<file path="config.mk">
export PLATFORM = sky130hd
export DESIGN_NAME = comment_strip_space_collapse_filter_unit_flat
export DESIGN_NICKNAME = d
export VERILOG_FILES = /design/src/rtl/csf_pkg.sv /design/src/rtl/csf_if.sv /design/src/rtl/csf_out_fifo.sv /design/src/rtl/comment_strip_space_collapse_filter_unit.sv /design/src/flat_wrapper.sv
export SDC_FILE = /design/constraint.sdc
export NUM_CORES = 1
export LEC_CHECK = 0
export BUFFER_PORTS_ARGS = -buffer_cell sky130_fd_sc_hd__buf_2
export CORE_MARGIN = 2
export CORE_UTILIZATION = 61
export CTS_CLUSTER_DIAMETER = 50
export DETAILED_ROUTE_END_ITERATION = 12
export HOLD_SLACK_MARGIN = 0.03
export PLACE_DENSITY = 0.89
export SETUP_SLACK_MARGIN = 0.15
export SYNTH_ARGS = -nofsm -noshare
export SYNTH_HDL_FRONTEND = slang
export SYNTH_SLANG_ARGS = --single-unit
</file>
<file path="constraint.sdc">
create_clock -name clk -period 3.71 [get_ports clk]
set_input_delay 0.1855 -clock clk [delete_from_list [all_inputs] [get_ports clk]]
set_output_delay 0.1855 -clock clk [all_outputs]
set_load 0.1 [all_outputs]
</file>
<file path="src/rtl/csf_pkg.sv">
// ----------------------------------------------------------------------------
// Comment strip and space collapse filter package
// Character codes, state types and the whitespace stage step function of the
// filter, and the output queue geometry and push type shared with its queue.
// ----------------------------------------------------------------------------
package csf_pkg;

  // Character codes that the filter reacts to.
  localparam logic [7:0] CH_LPAREN = 8'h28;
  localparam logic [7:0] CH_STAR   = 8'h2A;
  localparam logic [7:0] CH_RPAREN = 8'h29;
  localparam logic [7:0] CH_SLASH  = 8'h2F;
  localparam logic [7:0] CH_NL     = 8'h0A;
  localparam logic [7:0] CH_QUOTE  = 8'h27;
  localparam logic [7:0] CH_SPACE  = 8'h20;
  localparam logic [7:0] CH_TAB    = 8'h09;

  // Output queue geometry.
  localparam int unsigned OQ_DEPTH = 4;
  localparam int unsigned OQ_PTR_W = $clog2(OQ_DEPTH);
  localparam int unsigned OQ_CNT_W = $clog2(OQ_DEPTH + 1);

  // Comment stage states.
  typedef enum logic [5:0] {
    CM_NORMAL     = 6'b000001,
    CM_PAREN_SEEN = 6'b000010,
    CM_SLASH_SEEN = 6'b000100,
    CM_BLOCK      = 6'b001000,
    CM_BLOCK_STAR = 6'b010000,
    CM_LINE       = 6'b100000
  } cm_state_t;

  // Whitespace stage states.
  typedef enum logic [2:0] {
    SM_NORMAL = 3'b001,
    SM_SKIP   = 3'b010,
    SM_QUOTED = 3'b100
  } sm_state_t;

  // Result of feeding one byte to the whitespace stage.
  typedef struct packed {
    logic      emit;
    logic [7:0] ch;
    sm_state_t mode;
  } sm_step_t;

  // Bytes produced by one accepted item, in stream order.
  typedef struct packed {
    logic [1:0] num;
    logic [7:0] ch0;
    logic [7:0] ch1;
  } oq_push_t;

  function automatic logic is_blank(logic [7:0] c);
    return (c == CH_SPACE) || (c == CH_TAB) || (c == CH_NL);
  endfunction

  // One step of the whitespace collapse machine.
  function automatic sm_step_t space_step(sm_state_t mode, logic [7:0] c);
    sm_step_t r;
    r.emit = 1'b1;
    r.ch   = c;
    r.mode = SM_NORMAL;
    unique case (mode)
      SM_SKIP: begin
        if (is_blank(c)) begin
          r.emit = 1'b0;
          r.mode = SM_SKIP;
        end else if (c == CH_QUOTE) begin
          r.mode = SM_QUOTED;
        end
      end
      SM_QUOTED: begin
        r.mode = (c == CH_QUOTE) ? SM_NORMAL : SM_QUOTED;
      end
      default: begin
        if (c == CH_QUOTE) begin
          r.mode = SM_QUOTED;
        end else if (is_blank(c)) begin
          r.mode = SM_SKIP;
          r.ch   = CH_SPACE;
        end
      end
    endcase
    return r;
  endfunction

endpackage

</file>
<file path="src/rtl/csf_if.sv">
// ----------------------------------------------------------------------------
// Filter byte channels
// Valid/ready channels for the raw input bytes and the filtered output bytes.
// ----------------------------------------------------------------------------
interface csf_in_if;
  logic       valid;
  logic       ready;
  logic [7:0] char_in;

  modport source (output valid, output char_in, input ready);
  modport sink   (input valid, input char_in, output ready);
endinterface

interface csf_out_if;
  logic       valid;
  logic       ready;
  logic [7:0] char_out;

  modport source (output valid, output char_out, input ready);
  modport sink   (input valid, input char_out, output ready);
endinterface

</file>
<file path="src/rtl/csf_out_fifo.sv">
// ----------------------------------------------------------------------------
// Filter output queue
// Small queue: takes zero, one or two bytes per cycle, hands out one on ready.
// ----------------------------------------------------------------------------
module csf_out_fifo
  import csf_pkg::*;
(
  input  logic             clk,
  input  logic             rst_n,
  input  oq_push_t         push,
  output logic             room,
  csf_out_if.source        out_if
);

  logic [7:0]          mem_r [OQ_DEPTH];
  logic [OQ_PTR_W-1:0] wr_ptr_r;
  logic [OQ_PTR_W-1:0] rd_ptr_r;
  logic [OQ_CNT_W-1:0] cnt_r;
  logic [OQ_CNT_W-1:0] cnt_nxt;
  logic                pop;

  // Output side and free space for a full two-byte push.
  assign out_if.valid    = (cnt_r != '0);
  assign out_if.char_out = mem_r[rd_ptr_r];
  assign pop             = out_if.valid & out_if.ready;
  assign room            = (cnt_r <= OQ_CNT_W'(OQ_DEPTH - 2));
  assign cnt_nxt         = cnt_r + OQ_CNT_W'(push.num) - OQ_CNT_W'(pop);

  // Storage writes, first byte then second byte.
  always_ff @(posedge clk) begin
    if (push.num != 2'd0) begin
      mem_r[wr_ptr_r] <= push.ch0;
    end
    if (push.num == 2'd2) begin
      mem_r[wr_ptr_r + OQ_PTR_W'(1)] <= push.ch1;
    end
  end

  // Pointers and fill count.
  always_ff @(posedge clk) begin
    if (!rst_n) begin
      wr_ptr_r <= '0;
      rd_ptr_r <= '0;
      cnt_r    <= '0;
    end else begin
      wr_ptr_r <= wr_ptr_r + OQ_PTR_W'(push.num);
      rd_ptr_r <= rd_ptr_r + OQ_PTR_W'(pop);
      cnt_r    <= cnt_nxt;
    end
  end

endmodule

</file>
<file path="src/rtl/comment_strip_space_collapse_filter_unit.sv">
// ----------------------------------------------------------------------------
// Comment strip and space collapse filter
// Drops (* *) and // comments from a byte stream and collapses whitespace
// runs outside quoted strings into one space.
// ----------------------------------------------------------------------------
//  Channel   Direction   Payload          Accepted when
//  in_if     sink        char_in  [7:0]   valid && ready
//  out_if    source      char_out [7:0]   valid && ready
//
//  When an item is taken, both state machines advance at that clock edge
//  and its zero, one or two bytes enter a four-entry output queue.
//  The output port drains one byte per cycle while out_if.ready is high, so
//  the sustained rate is one item per cycle for single-byte items.
//  in_if.ready is high while the queue has room for two bytes.
//  Reset (synchronous, rst_n low) empties the queue and returns both state
//  machines to normal mode; a stalled output only holds off new items.
// ----------------------------------------------------------------------------
module comment_strip_space_collapse_filter_unit
  import csf_pkg::*;
(
  input  logic      clk,
  input  logic      rst_n,
  csf_in_if.sink    in_if,
  csf_out_if.source out_if
);

  cm_state_t  cm_r;
  cm_state_t  cm_nxt;
  sm_state_t  sm_r;
  sm_state_t  sm_nxt;
  sm_state_t  sm_mid;
  logic       accept;
  logic       room;
  logic [7:0] c;
  logic       b0_v;
  logic       b1_v;
  logic [7:0] b0;
  logic [7:0] b1;
  sm_step_t   s1;
  sm_step_t   s2;
  logic       e0;
  logic       e1;
  oq_push_t   push;

  assign in_if.ready = room;
  assign accept      = in_if.valid & room;
  assign c           = in_if.char_in;

  // Comment stage: picks up to two bytes to pass on.
  always_comb begin
    cm_nxt = cm_r;
    b0_v   = 1'b0;
    b1_v   = 1'b0;
    b0     = c;
    b1     = c;
    unique case (cm_r)
      CM_PAREN_SEEN: begin
        if (c == CH_STAR) begin
          cm_nxt = CM_BLOCK;
        end else begin
          cm_nxt = CM_NORMAL;
          b0_v   = 1'b1;
          b0     = CH_LPAREN;
          b1_v   = 1'b1;
        end
      end
      CM_SLASH_SEEN: begin
        if (c == CH_SLASH) begin
          cm_nxt = CM_LINE;
        end else begin
          cm_nxt = CM_NORMAL;
          b0_v   = 1'b1;
          b0     = CH_SLASH;
          b1_v   = 1'b1;
        end
      end
      CM_BLOCK: begin
        if (c == CH_STAR) begin
          cm_nxt = CM_BLOCK_STAR;
        end
      end
      CM_BLOCK_STAR: begin
        if (c == CH_RPAREN) begin
          cm_nxt = CM_NORMAL;
        end else if (c != CH_STAR) begin
          cm_nxt = CM_BLOCK;
        end
      end
      CM_LINE: begin
        if (c == CH_NL) begin
          cm_nxt = CM_NORMAL;
          b0_v   = 1'b1;
        end
      end
      default: begin
        if (c == CH_LPAREN) begin
          cm_nxt = CM_PAREN_SEEN;
        end else if (c == CH_SLASH) begin
          cm_nxt = CM_SLASH_SEEN;
        end else begin
          cm_nxt = CM_NORMAL;
          b0_v   = 1'b1;
        end
      end
    endcase
  end

  // Whitespace stage, applied to each passed byte in order.
  always_comb begin
    s1     = space_step(sm_r, b0);
    sm_mid = b0_v ? s1.mode : sm_r;
    s2     = space_step(sm_mid, b1);
    sm_nxt = b1_v ? s2.mode : sm_mid;
    e0     = accept & b0_v & s1.emit;
    e1     = accept & b1_v & s2.emit;
  end

  // Compact the emitted bytes for the queue.
  always_comb begin
    push.num = {1'b0, e0} + {1'b0, e1};
    push.ch0 = e0 ? s1.ch : s2.ch;
    push.ch1 = s2.ch;
  end

  // State registers advance on each accepted item.
  always_ff @(posedge clk) begin
    if (!rst_n) begin
      cm_r <= CM_NORMAL;
      sm_r <= SM_NORMAL;
    end else if (accept) begin
      cm_r <= cm_nxt;
      sm_r <= sm_nxt;
    end
  end

  csf_out_fifo u_out_fifo (
    .clk    (clk),
    .rst_n  (rst_n),
    .push   (push),
    .room   (room),
    .out_if (out_if)
  );

endmodule
</file>
<file path="src/flat_wrapper.sv">
// flat-port wrapper written by rule: the top's interface ports become plain ports
module comment_strip_space_collapse_filter_unit_flat import csf_pkg::*;
  (clk, rst_n, in_if_valid, in_if_char_in, in_if_ready, out_if_valid, out_if_char_out, out_if_ready);
  csf_in_if in_if_i ();
  csf_out_if out_if_i ();
  input  logic clk;
  input  logic rst_n;
  input wire logic [$bits(in_if_i.valid)-1:0] in_if_valid;
  input wire logic [$bits(in_if_i.char_in)-1:0] in_if_char_in;
  output wire logic [$bits(in_if_i.ready)-1:0] in_if_ready;
  output wire logic [$bits(out_if_i.valid)-1:0] out_if_valid;
  output wire logic [$bits(out_if_i.char_out)-1:0] out_if_char_out;
  input wire logic [$bits(out_if_i.ready)-1:0] out_if_ready;
  assign in_if_i.valid = in_if_valid;
  assign in_if_i.char_in = in_if_char_in;
  assign in_if_ready = in_if_i.ready;
  assign out_if_valid = out_if_i.valid;
  assign out_if_char_out = out_if_i.char_out;
  assign out_if_i.ready = out_if_ready;
  comment_strip_space_collapse_filter_unit u_core (.clk(clk), .rst_n(rst_n), .in_if(in_if_i), .out_if(out_if_i));
endmodule
</file>
==> impl_metrics.tcl, run 1 <==
set metrics [dict create \
    status "finished, final reports clean" \
    crit_slowest_cell "or4_1" \
    clockRootBuffer "clkbuf_8" \
    layout.nets 368 \
    drive_above_1_share_pct 21.8 \
    hold_start "rst_n" \
    routed_via_density 6.40 \
    clock_latency_ns 0.30 \
    whs_ns 0.209 \
    die_y_um 76.9 \
    path_max_fanout 6 \
    drt-pass1-iter-count 6 \
    mostFrequentLayoutCells "32 x edfxtp_1, 25 x and2_1, 21 x nand2_1, 21 x buf_2, 20 x nor2_1" \
    grt_max_degree 18 \
    clockBufferDepth 2 \
    setup_viol 0 \
    synth-edff-count 32 \
    syn_nets 348 \
    grt_pass1_vias 2494 \
    drt-total-wl_um 7400 \
    hpwlAfterDp_um 5580 \
    yosys_warnings 0 \
    clock_sinks 48 \
    grt_overflow_total 0 \
    ir_drop_uv 531 \
    period_minus_slack_ns 3.38 \
    final-hold-violation-count 0 \
    die_area_mm2 0.00591 \
    synth_cell_types 64 \
    n_antenna_cell 0 \
    track_usage_pct 26.2 \
    avgRoutedWirePerCell_um 17.7 \
    tightest_slew_ns 0.935 \
    hold_end "u_core.sm_r[0]$_SDFFE_PN1P_" \
    num_io_pins 22 \
    leakage_uw 0.00130 \
    area_growth_pct 11.7 \
    drtIter0Drc 301 \
    top_usage_layer "met2" \
    syn-instance-count 328 \
    cp-end-kind "flip-flop" \
    period_share_pct 91.0 \
    max-slew-margin-rel_pct 37.5 \
    ys_seq_area_share_pct 39.6 \
    start_util_pct 63.4 \
    gr-usage-met3_pct 3.88 \
    crit_chain "or4_1, nor2_4, a2111oi_4, a211o_2, and3_4, inv_1, ha_1, inv_1, ha_1, inv_1, ha_1, fa_1, xnor2_1, xnor2_1, and2_1" \
    syn_area_per_cell_um2 9.87 \
    tns_ns 0 \
    h-tree-depth 2 \
    synth_area_mm2 0.00324 \
    worstPathRequired_ns 3.92 \
    arrival_ns 3.59 \
    numPortBuffers 21 \
    antenna_found_initial 0 \
    rsz0062_at_grt "false" \
    r2r_start "u_core.cm_r[0]$_SDFFE_PN1P_" \
    layout.cells.most_common "edfxtp_1" \
    fp.coreArea_mm2 0.00511 \
    synthFlopType "edfxtp_1" \
    place_congestion 0.986 \
    grt_util_met1_pct 33.7 \
    power_density_mw_per_mm2 598 \
    met2_usage_pct 45.1 \
    r2r_slack_ns 0.33 \
    slew_violations 0 \
    fmax_ghz 0.296 \
    cp-start-kind "flip-flop" \
    synthArstFlopShare_pct 0 \
    vias 2680 \
    fillers 398 \
    multi_input_area_mm2 0.00188 \
    fin_skew_ns 0.0139 \
    cap_violations 0 \
    cts_tree "built" \
    die_x_um 76.9 \
    antenna_left 0 \
    num_rows 26 \
    route.detailed.drc 0 \
    max_stage_delay_ns 0.62 \
    cts_made_buffers 5 \
    rr_endpoint "u_core.u_out_fifo.cnt_r[2]$_SDFF_PN0_" \
    synth-seq-cells 48 \
    crit_type "flip-flop to flip-flop" \
    hp-class "input port to flip-flop" \
    reg2reg_depth 15 \
    grt_pass1_wl_um 12200 \
    path_clk_slew_ns 0.10 \
    seq_area_mm2 0.00129 \
    holdPathStages 2 \
]
per-stage QoR:
stage / power, µW / std cells / utilization (%) / cell area (µm²) / worst slack (ns)
6_report: 2160 / 419 / 70.8 / 3620 / 0.332
5_1_grt: 2260 / 419 / 70.8 / 3620 / 0.148
3_5_place_dp: 1720 / 411 / 67.2 / 3430 / 0.216
3_3_place_gp: 1690 / 411 / 67.2 / 3430 / 0.353
4_1_cts: 2170 / 419 / 69.9 / 3570 / 0.258
2_1_floorplan: 1540 / 328 / - / 3250 / 0.312
sequential cells by signal (all words and copies together), names as in the netlist:
| signal | flops |
|---|---|
| u_core.sm_r | 3 |
| u_core.u_out_fifo.mem_r | 32 |
| u_core.u_out_fifo.wr_ptr_r | 2 |
| u_core.u_out_fifo.cnt_r | 3 |
| u_core.cm_r | 6 |
| u_core.u_out_fifo.rd_ptr_r | 2 |
cell families (layout without fill, tap and decap cells):
kind of cell             Yosys count  after routing  share of synthesized area, %
XOR/XNOR                           7              7                          1.89
AND/OR/NAND/NOR                  134            134                          24.0
adder cells (fa/ha/maj)            8              8                          3.32
buffers and inverters             29             50                          3.98
AO/OA/AOI/OAI                     76             76                          16.1
flip-flops                        48             48                          39.6
multiplexers                      26             26                          11.2
final cells by class:
| cell class | count | share of cell area (%) |
|---|---|---|
| repair buffers | 32 | 5.19 |
| flip-flops and latches | 48 | 35.7 |
| clock buffers | 5 | 1.90 |
| inverters | 10 | 1.04 |
| multi-input cells | 251 | 51.9 |
| clock inverters | 3 | 1.90 |
| well taps | 70 | 2.42 |
Yosys cell counts (3+ instances only):
cell       n  share of area [%]
or3_1      8                1.5
mux4_2     8                5.6
and3_1     3               0.58
nor3_1     7                1.1
nand2_1   21                2.4
dfxtp_1   16                9.9
edfxtp_1  32                 30
clkbuf_1  15                1.7
nor2b_1   10                1.9
and2_1    26                5.0
o21ai_0   19                2.9
a31oi_1    7                1.4
nor2_1    21                2.4
a21oi_1   16                2.5
inv_1     10                1.2
or4_1      3               0.70
nand3_1    7                1.1
ha_1       7                2.7
nand2b_1   7                1.4
a41oi_1    3               0.81
mux2i_1   16                4.9
a221o_1    4                1.2
nand4_1    3               0.58
o21a_1     4               0.93
xnor2_1    5                1.4
power breakdown:
group	leakage, µW	switching, µW	internal, µW	total (µW)
sequential	0.000427	80.6	668	748
combinational	0.000808	679	285	964
clock	0.0000687	180	271	452
total	0.00130	940	1220	2160
repair_timing:
| action | CTS | global route |
|---|---|---|
| setup endpoints to repair | 0 | 2 |
| resized for setup | 0 | 14 |
| hold buffers | 0 | 0 |
| buffers inserted | 0 | 0 |
per-layer routing:
layer / part of all wire, % / up-vias
li1: - / 1269
met1: 42 / 1253
met2: 49 / 140
met4: 2.3 / 0
met3: 6.9 / 18
met5: 0 / -
critical path, delay by kind of cell (launching register included):
kind / cells / cell delay, ns
simple gates: 4 / 1.16
compound gates: 2 / 0.41
flops: 1 / 0.36
buf+inv: 3 / 0.14
fa+ha+maj: 4 / 0.95
xor+xnor: 2 / 0.28
worst max path at each step:
stage	startpoint	endpoint	slack (ns)	cells past startpoint
6_report	u_core.cm_r[0]$_SDFFE_PN1P_	u_core.u_out_fifo.cnt_r[2]$_SDFF_PN0_	0.33	15
2_1_floorplan	u_core.cm_r[0]$_SDFFE_PN1P_	u_core.u_out_fifo.cnt_r[2]$_SDFF_PN0_	0.31	16
4_1_cts	u_core.cm_r[0]$_SDFFE_PN1P_	u_core.u_out_fifo.cnt_r[2]$_SDFF_PN0_	0.26	15
3_3_place_gp	in_if_char_in[3]	u_core.u_out_fifo.cnt_r[2]$_SDFF_PN0_	0.35	16
3_5_place_dp	in_if_char_in[3]	u_core.u_out_fifo.cnt_r[2]$_SDFF_PN0_	0.22	16
5_1_grt	u_core.cm_r[0]$_SDFFE_PN1P_	u_core.u_out_fifo.cnt_r[2]$_SDFF_PN0_	0.15	15
Power figures use the tool's default switching activity.
==> run 2, diff against run 1 <==
--- a/config.mk
+++ b/config.mk
@@ -6,6 +6,7 @@
 export NUM_CORES = 1
 export LEC_CHECK = 0
 export BUFFER_PORTS_ARGS = -buffer_cell sky130_fd_sc_hd__buf_2
+export CORE_ASPECT_RATIO = 0.75
 export CORE_MARGIN = 2
 export CORE_UTILIZATION = 61
 export CTS_CLUSTER_DIAMETER = 50
==> run 2 against run 1 <==
Against the previous run:
- register-to-register slack worse by 0.04 ns
- sequential power is essentially flat
- die area barely moved
- highest routed layer unchanged
- critical path type unchanged
- final cell count grew 0.95%
- wire length up 4.6%
- clock power down 17%
- cell area grew 0.17%
==> impl_metrics.tcl, run 2 (synthesis results as in run 1) <==
set metrics [dict create \
    status "finished, final reports clean" \
    area_growth_pct 11.9 \
    path_clk_slew_ns 0.09 \
    track_usage_pct 27.7 \
    setup_viol 0 \
    tns_ns 0 \
    regMostFlops "u_core.u_out_fifo.mem_r" \
    die_y_um 67.1 \
    cts_tree "built" \
    mostFrequentLayoutCells "32 x edfxtp_1, 25 x and2_1, 21 x nand2_1, 21 x buf_2, 20 x nor2_1" \
    hold_start "rst_n" \
    place_congestion 0.943 \
    path_max_fanout 7 \
    layout.nets 370 \
    max_stage_delay_ns 0.36 \
    clock_sinks 48 \
    avgRoutedWirePerCell_um 18.3 \
    worstPathRequired_ns 3.77 \
    drtIter0Drc 246 \
    largest_reg_flops 32 \
    routed_via_density 6.44 \
    r2r_start "u_core.cm_r[3]$_SDFFE_PN0P_" \
    grt_pass1_wl_um 12300 \
    antenna_found_initial 0 \
    cts_made_buffers 5 \
    seq_area_mm2 0.00129 \
    slew_violations 0 \
    dpl-instance-area_mm2 0.00344 \
    hold_buffers 0 \
    num_rows 22 \
    fmax_ghz 0.292 \
    multi_input_area_mm2 0.00190 \
    final-hold-violation-count 0 \
    rsz0062_at_grt "false" \
    hpwlAfterDp_um 5650 \
    crit_chain "nor3_1, a311oi_1, o211ai_1, and2_1, nand2_1, inv_1, ha_1, inv_1, or3_1, and4_4, and2_1, a221o_1" \
    finalInstanceArea_mm2 0.00362 \
    grt_pass1_vias 2495 \
    max-slew-margin-rel_pct 35.5 \
    layout.cells.most_common "edfxtp_1" \
    h-tree-depth 2 \
    route.detailed.drc 0 \
    period_minus_slack_ns 3.42 \
    start_util_pct 64.6 \
    power_density_mw_per_mm2 580 \
    die_area_mm2 0.00591 \
    grt_max_degree 21 \
    cp-end-kind "flip-flop" \
    drt-pass1-iter-count 5 \
    die_x_um 88.1 \
    hp-class "input port to flip-flop" \
    drive_above_1_share_pct 22.8 \
    clockRootBuffer "clkbuf_8" \
    drt-total-wl_um 7740 \
    cp-start-kind "flip-flop" \
    antenna_left 0 \
    period_share_pct 92.2 \
    ir_drop_uv 395 \
    final_core_util_pct 72.4 \
    grt_overflow_total 0 \
    vias 2726 \
    crit_type "flip-flop to flip-flop" \
    n_antenna_cell 0 \
    critPathLaunch "u_core.cm_r[3]$_SDFFE_PN0P_" \
    cap_violations 0 \
    clock_latency_ns 0.30 \
    fp.coreArea_mm2 0.00501 \
    crit_slowest_cell "dfxtp_2" \
    num_io_pins 22 \
    numPortBuffers 21 \
    largestRegisters "u_core.u_out_fifo.mem_r: 32 flops, u_core.cm_r: 6 flops" \
    fin_skew_ns 0.00435 \
    leakage_uw 0.00130 \
    fillers 395 \
    clockBufferDepth 2 \
    arrival_ns 3.48 \
    tightest_slew_ns 0.964 \
]
==> run 2: final timing paths <==
kind	endpoint	slack, ns	depth (start not counted)
min	u_core.cm_r[0]$_SDFFE_PN1P_	0.22	2
max	u_core.u_out_fifo.mem_r[1][5]$_DFFE_PP_	0.29	12
max reg2reg	u_core.u_out_fifo.mem_r[1][5]$_DFFE_PP_	0.29	12
min reg2reg	u_core.cm_r[5]$_SDFFE_PN0P_	0.51	2
==> run 2: final cells by class <==
cell class	instances	share of cell area [%]
Sequential cell	48	35.6
Tap cell	72	2.49
Inverter	10	1.04
Clock buffer	6	2.00
Clock inverter	2	0.967
Multi-Input combinational cell	251	52.3
Timing Repair Buffer	34	5.59
==> run 2: what timing repair did <==
item	in CTS	in global routing
endpoints found under the setup margin	1	3
pin swaps	1	1
gates resized for setup	0	17
setup buffers	1	1
==> run 2: critical path, delay by kind of cell (launching register included) <==
family          cells  cell delay (ns)
fa+ha+maj           1             0.31
simple gates        6             1.50
compound gates      3             0.71
buf+inv             2             0.29
flops               1             0.36
==> run 2: through the flow <==
stage / power [µW] / worst slack (ns) / hold slack [ns] / instances
after floorplan: 1540 / 0.312 / 0.314 / 328
after detailed placement: 1720 / 0.109 / 0.533 / 413
after CTS: 2100 / 0.161 / 0.219 / 422
after global placement: 1700 / 0.230 / 0.513 / 413
after global routing: 2200 / 0.126 / 0.250 / 423
final: 2100 / 0.288 / 0.218 / 423
==> run 2: layer usage <==
layer,up-vias,track usage [%],wire [µm]
met2,132,42.7,3550
met5,-,0,0
met4,0,7.39,111
met3,12,5.33,659
li1,1275,-,-
met1,1307,40.0,3420
==> run 2: where the power goes <==
| group | switching (µW) | internal (µW) |
|---|---|---|
| clock | 176 | 200 |
| combinational | 682 | 292 |
| sequential | 83.5 | 667 |
